### config.mk
export PLATFORM = sky130hd
export DESIGN_NAME = idds_age_check
export DESIGN_NICKNAME = d
export VERILOG_FILES = /design/src/inter_device_delay_switch_assert.svh /design/src/idds_pkg.sv /design/src/idds_age_check.sv
export SDC_FILE = /design/constraint.sdc
export NUM_CORES = 1
export LEC_CHECK = 0
export CAP_MARGIN = 20
export CORE_UTILIZATION = 40
export DETAILED_ROUTE_END_ITERATION = 7
export DONT_BUFFER_PORTS = 1
export SLEW_MARGIN = 20
export SYNTH_ARGS = -nofsm -noshare
export SYNTH_HDL_FRONTEND = slang
export SYNTH_SLANG_ARGS = --single-unit
### constraint.sdc
create_clock -name vclk -period 2.9
set_clock_uncertainty 0.1 [all_clocks]
set_input_delay 0 -clock vclk [all_inputs]
set_output_delay 0 -clock vclk [all_outputs]
set_load 0.01 [all_outputs]
### src/inter_device_delay_switch_assert.svh
// Assertion macros for the inter-device delay switch.
// Included by modules that check their own control logic; needs clock and reset in scope.
`ifndef INTER_DEVICE_DELAY_SWITCH_ASSERT_SVH
`define INTER_DEVICE_DELAY_SWITCH_ASSERT_SVH
`ifndef SYNTHESIS
`define IDDS_ASSERT_SAME(lbl, ante, cons, msg) \
   lbl: assert property (@(posedge clock) disable iff (reset) (ante) |-> (cons)) \
      else $error(msg);
`define IDDS_ASSERT_NEXT(lbl, ante, cons, msg) \
   lbl: assert property (@(posedge clock) disable iff (reset) (ante) |=> (cons)) \
      else $error(msg);
`else
`define IDDS_ASSERT_SAME(lbl, ante, cons, msg)
`define IDDS_ASSERT_NEXT(lbl, ante, cons, msg)
`endif
`endif

### src/idds_pkg.sv
// Types and codes shared by the inter-device delay switch modules.
// No dependencies.
package idds_pkg;

   localparam int CFG_BITS       = 16;
   localparam int CSR_INDEX_BITS = 2;
   localparam int STAMP_BITS     = 17;

   localparam logic [CSR_INDEX_BITS-1:0] CSR_ACCEPT_CYCLES  = 2'd0;
   localparam logic [CSR_INDEX_BITS-1:0] CSR_WINDOW_CYCLES  = 2'd1;
   localparam logic [CSR_INDEX_BITS-1:0] CSR_LATENCY_CYCLES = 2'd2;

   localparam logic MODE_OFFER = 1'b0;
   localparam logic MODE_TICK  = 1'b1;

   localparam logic KIND_OFFER = 1'b0;
   localparam logic KIND_SLOT  = 1'b1;

   localparam logic [1:0] STATUS_ACCEPTED = 2'd0;
   localparam logic [1:0] STATUS_DROPPED  = 2'd1;
   localparam logic [1:0] STATUS_REFUSED  = 2'd2;

   typedef struct packed {
      logic        mode;
      logic [63:0] beat_data;
      logic [1:0]  target_device;
      logic [7:0]  local_node;
      logic [7:0]  remote_node;
      logic [15:0] user_bits;
      logic        last_beat;
   } req_type;

   typedef struct packed {
      logic        kind;
      logic [1:0]  offer_status;
      logic [1:0]  port;
      logic        out_valid;
      logic [63:0] out_data;
      logic [7:0]  out_local_node;
      logic [15:0] out_user;
      logic        out_last;
      logic        end_of_run;
   } rsp_type;

endpackage

### src/idds_age_check.sv
// Age compare unit: elapsed ticks since enqueue, saturated, against the latency setting.
// Depends on idds_pkg.
module idds_age_check (
   input  logic [idds_pkg::STAMP_BITS-1:0] now,
   input  logic [idds_pkg::STAMP_BITS-1:0] stamp,
   input  logic [idds_pkg::CFG_BITS-1:0]   latency,
   output logic                            eligible
);

   import idds_pkg::*;

   logic [STAMP_BITS-1:0] elapsed;

   assign elapsed  = now - stamp;
   assign eligible = (elapsed[STAMP_BITS-1:CFG_BITS] != '0)
                  || (elapsed[CFG_BITS-1:0] >= latency);

endmodule

* Word-level counts from Yosys, hierarchy flattened *
Cells that the tools add are included.
Widths: inputs -> output; s select.

cells by class
  add/subtract/negate cells = 1
  magnitude comparators = 1
  reduce and logical (&&, ||, !) cells = 1

operators with widths
  kind              number
  $sub 17x17->17    1
  $ge 16x16->1      1
  $logic_or 1x1->1  1

storage, ports and cells
  register bits after elaboration = 0
  output and inout bits = 1

* Logic depth before layout (Yosys ltp) *
Gate-level depths: netlist (run 1).

  depth in word-level cells = 3
  mapped depth = 17
  gate-level depth less buffers = 17

* Worst setup path before layout (run 1) *
Ideal clock, no wire load.

  kind = input-to-output
  start point = input now[0] in the netlist's numbering
  end point = output eligible
  data arrival time = 2.698 ns
  required time = 2.800 ns
  setup slack = 0.102 ns
  stages = 16
  path through = inv_1 -> ha_1 -> fa_1 -> nor2b_1 -> o31a_1 -> o21ai_2 -> a21oi_1 -> a21oi_1 -> o21bai_1 -> xor2_1 -> ha_1 -> a21o_1 -> a221oi_1 -> o21ai_0 -> a21o_1 -> a21o_1

on the way
  longest elaborated chain between the ends = 3

RTL lines
  element               line                  text
  from (decl)           idds_age_check.sv:4   input logic [idds_pkg::STAMP_BITS-1:0] now,
  $sub 17x17->17 (*)    idds_age_check.sv:14  assign elapsed = now - stamp;
  $ge 16x16->1          idds_age_check.sv:16  || (elapsed[CFG_BITS-1:0] >= latency);
  $logic_or 1x1->1 (*)  idds_age_check.sv:16
  to (decl)             idds_age_check.sv:7   output logic eligible

Every way passes the cells marked *; elsewhere a longest branch is shown, timed or not.

* Worst setup path after layout (run 1) *
Ends and elaborated chain as after synthesis.

==> flow_summary.ini, run 1 <==
[grt]
first_pass_grt_wire_length_um = 4130
global_route.usage.total_pct = 14.9
via_count_of_the_first_global_routing_pass = 994
initial_antenna_violation_count = 0
grt.overflow.total = 0
grt_max_degree = 9

[die]
die_y_um = 57.4
die_w_um = 57.4
start_util_pct = 43.4
area_inside_the_core_boundary_mm2 = 0.00283
row_count = 19
ioPinCount = 51
die_area_mm2 = 0.00329

[run_status]
outcome = complete, but fails checks
violations = DRC

[power_and_ir_drop]
totalPowerFinal_w = 0.000316
power_frac_seq_pct = 0
clock_power_share_pct = 0
powerDensity_mw_per_mm2 = 234
netSwitchingPower_w = 0.000161
total_leakage_power_nw = 0.765
vdd_ir_drop_max_mv = 0.0975
comb_power_share_pct = 100.0
cell_internal_pwr_w = 0.000155
p_sw_share_pct = 51.0

[drt]
dr.first_iter.drc_count = 14
final_antenna_net_count = 0
drt_pre_antenna_iters = 6
wire_per_inst_um = 12.0
routed-via-count = 1095
detail_route.drc_violations = 4
vias_per_cell = 5.37
wire_length_after_detailed_routing_um = 2450

[cells_and_area]
drive_above_1_share_pct = 12.1
finalCoreUtilization_pct = 47.6
nClkBuffers = 0
layout.nets = 258
area_growth_pct = 9.68
sequential_cell_total = 0
seqCellArea_um2 = 0
n_antenna_cell = 0

[synth]
synth_cells = 170
synth_largest_area_cell = sky130_fd_sc_hd__ha_1
synthTopCellsByCount = 36 x sky130_fd_sc_hd__inv_1, 32 x sky130_fd_sc_hd__ha_1, 13 x sky130_fd_sc_hd__a21o_1
synthesis.area_mm2 = 0.00123
total_nets_after_synthesis = 253
synth_sequential_area_ratio_pct = 0
synth_unique_cells = 36
synth_top_cells_by_area = sky130_fd_sc_hd__ha_1 33%, sky130_fd_sc_hd__inv_1 11%, sky130_fd_sc_hd__a21o_1 8.0%
syn_avg_cell_area_um2 = 7.22
yosysWarnings = 0
yosys.cell_count.top_type = sky130_fd_sc_hd__inv_1
synth.top_cell.area_share_pct = 32.6

[setup_path]
setup.worst_path.start_class = primary input
timing.critical_path.buf_inv = 2
end_kind = primary output
worst-setup-path-type = in2out
crit_path_cell_trace = inv_8, ha_4, fa_2, nor2b_2, o31a_1, o21ai_2, buf_4, nor2b_4, xnor2_2, ha_1, and4_1, o21ai_1, o211ai_1, a221oi_2, o21ai_1, a21o_1, a21o_1
highest_cell_delay_on_the_worst_timing_path_ps = 370
critical_path.slowest_cell = sky130_fd_sc_hd__fa_2
critPathRequiredTime_ps = 2800
crit_arrival_ps = 2650
worstPathMaxFanout = 2
cp_top_family = compound AO/OA/AOI/OAI gates

[sta]
max_freq_mhz = 364
setup_viol = 0
rsz0062_at_grt = true
post-route-min-period_ps = 2750
final_hold_fails = 0
worst-slew-pin-transition_ps = 296
count_of_pins_over_their_slew_limit = 0
period_share_pct = 94.7
relSlewSlack_pct = 80.2

[place]
gpl.final_weighted_congestion = 0.821
detailedPlacementHpwl_um = 2200
port_buffers = 0

[run]
max_cap_violations = 0

[hold_path]
timing.hold.worst.class = in2out

[clock_network]
ctsHoldBuffers = 0
-- final cells by class --
type / count / area (um2)
Fill cell: 286 / 1480
Inverter: 36 / 143
Multi-Input combinational cell: 133 / 1130
Tap cell: 31 / 38.8
Timing Repair Buffer: 4 / 30.0
-- metrics by stage --
stage / hold WS, ps / cells / setup slack [ps] / setup TNS, ps / instance area, um2
floorplan: 169 / 170 / 102 / 0 / 1230
finish: 184 / 204 / 154 / 0 / 1350
global placement: 180 / 203 / -21.4 / -21.4 / 1280
CTS: 188 / 203 / 22.1 / 0 / 1300
detailed placement: 188 / 203 / -105 / -105 / 1280
global route: 221 / 204 / -46.6 / -46.6 / 1350
-- final timing paths --
kind / startpoint / end / slack [ps] / cells past startpoint
max: now[0] / eligible / 150 / 17
min: now[16] / eligible / 180 / 3
-- routing by layer --
metal	GRT usage, %	routed length, um	vias to the layer above	part of all wire [%]
li1	-	-	597	-
met1	21.0	1200	466	49
met2	25.7	1090	32	45
met3	1.59	159	0	6.5
met4	0	0	0	0
met5	0	0	-	0
-- power groups by stage --
stage | Combinational (W) | Sequential [W] | Clock, W
after CTS | 0.000304 | 0 | 0
after detailed placement | 0.000294 | 0 | 0
after global placement | 0.000288 | 0 | 0
after floorplan | 0.000242 | 0 | 0
final | 0.000316 | 0 | 0
after global routing | 0.000361 | 0 | 0
-- worst min-delay path, delay by kind of cell --
kind	cells	cell delay (ps)
xor+xnor	1	60
compound gates	1	150
simple gates	1	80
-- layout by cell type, fill, tap and decap left out, types with 3 or more instances in the layout --
cell                       Yosys  layout
sky130_fd_sc_hd__a21o_1       13      13
sky130_fd_sc_hd__a21oi_1      12      10
sky130_fd_sc_hd__a21oi_2       1       3
sky130_fd_sc_hd__buf_4         0       4
sky130_fd_sc_hd__ha_1         32      31
sky130_fd_sc_hd__inv_1        36      35
sky130_fd_sc_hd__nand2_1       4       4
sky130_fd_sc_hd__nand3_1       5       5
sky130_fd_sc_hd__nor2_1       12      12
sky130_fd_sc_hd__nor3_1        3       3
sky130_fd_sc_hd__o211ai_1      4       4
sky130_fd_sc_hd__o21a_1        4       4
sky130_fd_sc_hd__o21ai_1       2       3
sky130_fd_sc_hd__xnor2_1       6       5
sky130_fd_sc_hd__xor2_1        7       7
-- logic make-up (layout without fill, tap and decap cells) --
kind of cell / Yosys count / after routing / synth area share (%)
adder cells (fa/ha/maj): 33 / 33 / 34.3
XOR/XNOR: 13 / 13 / 9.28
buffers and inverters: 37 / 40 / 11.3
AND/OR/NAND/NOR: 34 / 34 / 14.1
AO/OA/AOI/OAI: 53 / 53 / 31.1
-- what timing repair did --
| action | 4_1_cts | 5_1_grt |
|---|---|---|
| gates resized for setup | 4 | 11 |
| endpoints found under the setup margin | 1 | 1 |
| setup buffers | 0 | 1 |
| pin swaps | 1 | 14 |
Power figures use the tool's default switching activity.
==> run 2: changes to the inputs <==
- SETUP_SLACK_MARGIN: unset -> 0.5
- SLEW_MARGIN: 20 -> unset
==> run 2 against run 1 <==
Net effect:
- the run still ends with DRC left
- sequential share of layout area did not move
- final area fell by 3.3%
- worst hold slack barely moved
- non-clock buffer count fell by 4
- critical path depth fell by 1
- maximum frequency barely moved
- total power fell by 3.5%
- die area did not move
- wire length fell by 1.8%
- worst setup slack got worse by 1.7 ps
- final cell count fell by 2.0%
==> flow_summary.ini, run 2 (synthesized netlist as in run 1, its figures left out) <==
[die]
die_w_um = 57.4
row_count = 19
ioPinCount = 51
die_y_um = 57.4
area_inside_the_core_boundary_mm2 = 0.00283
start_util_pct = 43.4
die_area_mm2 = 0.00329

[clock_network]
post_cts_buffers = 0
ctsHoldBuffers = 0

[setup_path]
cp_top_family = compound AO/OA/AOI/OAI gates
worstPathMaxFanout = 3
timing.critical_path.buf_inv = 1
highest_cell_delay_on_the_worst_timing_path_ps = 360
setup.worst_path.start_class = primary input
critical_path.slowest_cell = sky130_fd_sc_hd__fa_2
crit_path_cell_trace = inv_8, ha_4, fa_2, nor2b_2, o31a_1, o21ai_2, a21oi_2, a21oi_2, o21bai_1, xor2_1, ha_1, a21o_1, a221oi_2, o21ai_1, a21o_1, a21o_1
timing.critical_path.mode_cell = sky130_fd_sc_hd__a21o_1
critPathRequiredTime_ps = 2800
worst-setup-path-type = in2out
end_kind = primary output
crit_arrival_ps = 2650

[sta]
max_freq_mhz = 364
worst-slew-pin-transition_ps = 314
period_share_pct = 94.8
setup_viol = 0
setup-tns-final_ps = 0
final_hold_fails = 0
postLayoutSetupSlackWorst_ps = 152
rsz0062_at_grt = true
post-route-min-period_ps = 2750
count_of_pins_over_their_slew_limit = 0
relSlewSlack_pct = 79.0

[cells_and_area]
area_growth_pct = 6.01
num-fill-cells = 290
multi_input_comb_area_mm2 = 0.00112
sequential_cell_total = 0
layout.nets = 254
layout_common_cells = 35 x sky130_fd_sc_hd__inv_1, 31 x sky130_fd_sc_hd__ha_1, 13 x sky130_fd_sc_hd__a21o_1
nClkBuffers = 0
final_common_cell = sky130_fd_sc_hd__inv_1
n_antenna_cell = 0
seqCellArea_um2 = 0
drive_above_1_share_pct = 8.88
instances_no_fill = 200

[place]
gpl.final_weighted_congestion = 0.763
dpl_worst_slack_ps = 76.9
detailedPlacementHpwl_um = 2190
placed_cells_incl_taps = 200
port_buffers = 0

[grt]
grt_max_degree = 9
grt.overflow.total = 0
via_count_of_the_first_global_routing_pass = 982
initial_antenna_violation_count = 0
global_route.usage.total_pct = 14.2
first_pass_grt_wire_length_um = 3940

[drt]
detail_route.drc_violations = 3
routed-via-count = 1109
wire_length_after_detailed_routing_um = 2410
wire_per_inst_um = 12.0
vias_per_cell = 5.55
drt_pre_antenna_iters = 6
dr.first_iter.drc_count = 37
final_antenna_net_count = 0

[run_status]
violations = DRC
outcome = complete, but fails checks

[hold_path]
timing.hold.worst.class = in2out
timing.hold.worst_endpoint = eligible
min_from = now[16]
worst_hold_path.num_cells = 3

[power_and_ir_drop]
powerDensity_mw_per_mm2 = 234
total_leakage_power_nw = 0.731
vdd_ir_drop_max_mv = 0.117

[run]
max_cap_violations = 0
==> run 2: final cells by class <==
type               count  area share, %
well taps             31           2.98
multi-input cells    133           86.1
inverters             36           11.0
==> run 2: timing repair <==
action | in CTS | in global routing
pin swaps | 5 | 0
gates resized for setup | 1 | 1
setup endpoints to repair | 1 | 1
==> run 2: power breakdown <==
part | leakage, nW | switching [W] | internal [W] | total [W]
logic | 0.731 | 0.000159 | 0.000145 | 0.000305
registers | 0 | 0 | 0 | 0
clock network | 0 | 0 | 0 | 0
==> run 2: how the worst max path moves through the flow <==
| stage | startpoint | endpoint | slack [ps] | cells after the start |
|---|---|---|---|---|
| final | now[0] | eligible | 150 | 16 |
| after global routing | now[0] | eligible | -20 | 16 |
| after CTS | now[0] | eligible | 180 | 16 |
| after detailed placement | now[0] | eligible | 80 | 16 |
| after global placement | now[0] | eligible | 150 | 16 |
| after floorplan | now[0] | eligible | 280 | 16 |
==> run 2: per-stage QoR <==
stage	utilization (%)	power, W	instance area [um2]	hold WS [ps]
3_3_place_gp	45.8	0.000293	1290	180
4_1_cts	45.9	0.000305	1300	190
2_1_floorplan	-	0.000252	1260	169
5_1_grt	46.0	0.000345	1300	241
3_5_place_dp	45.8	0.000301	1290	190
6_report	46.0	0.000305	1300	184
==> run 2: routing by layer <==
layer	track usage, %	share of wire, %	up-vias
met4	0	0	0
met5	0	0	-
li1	-	-	593
met2	25.4	45	35
met3	1.59	4.7	0
met1	19.5	50	481
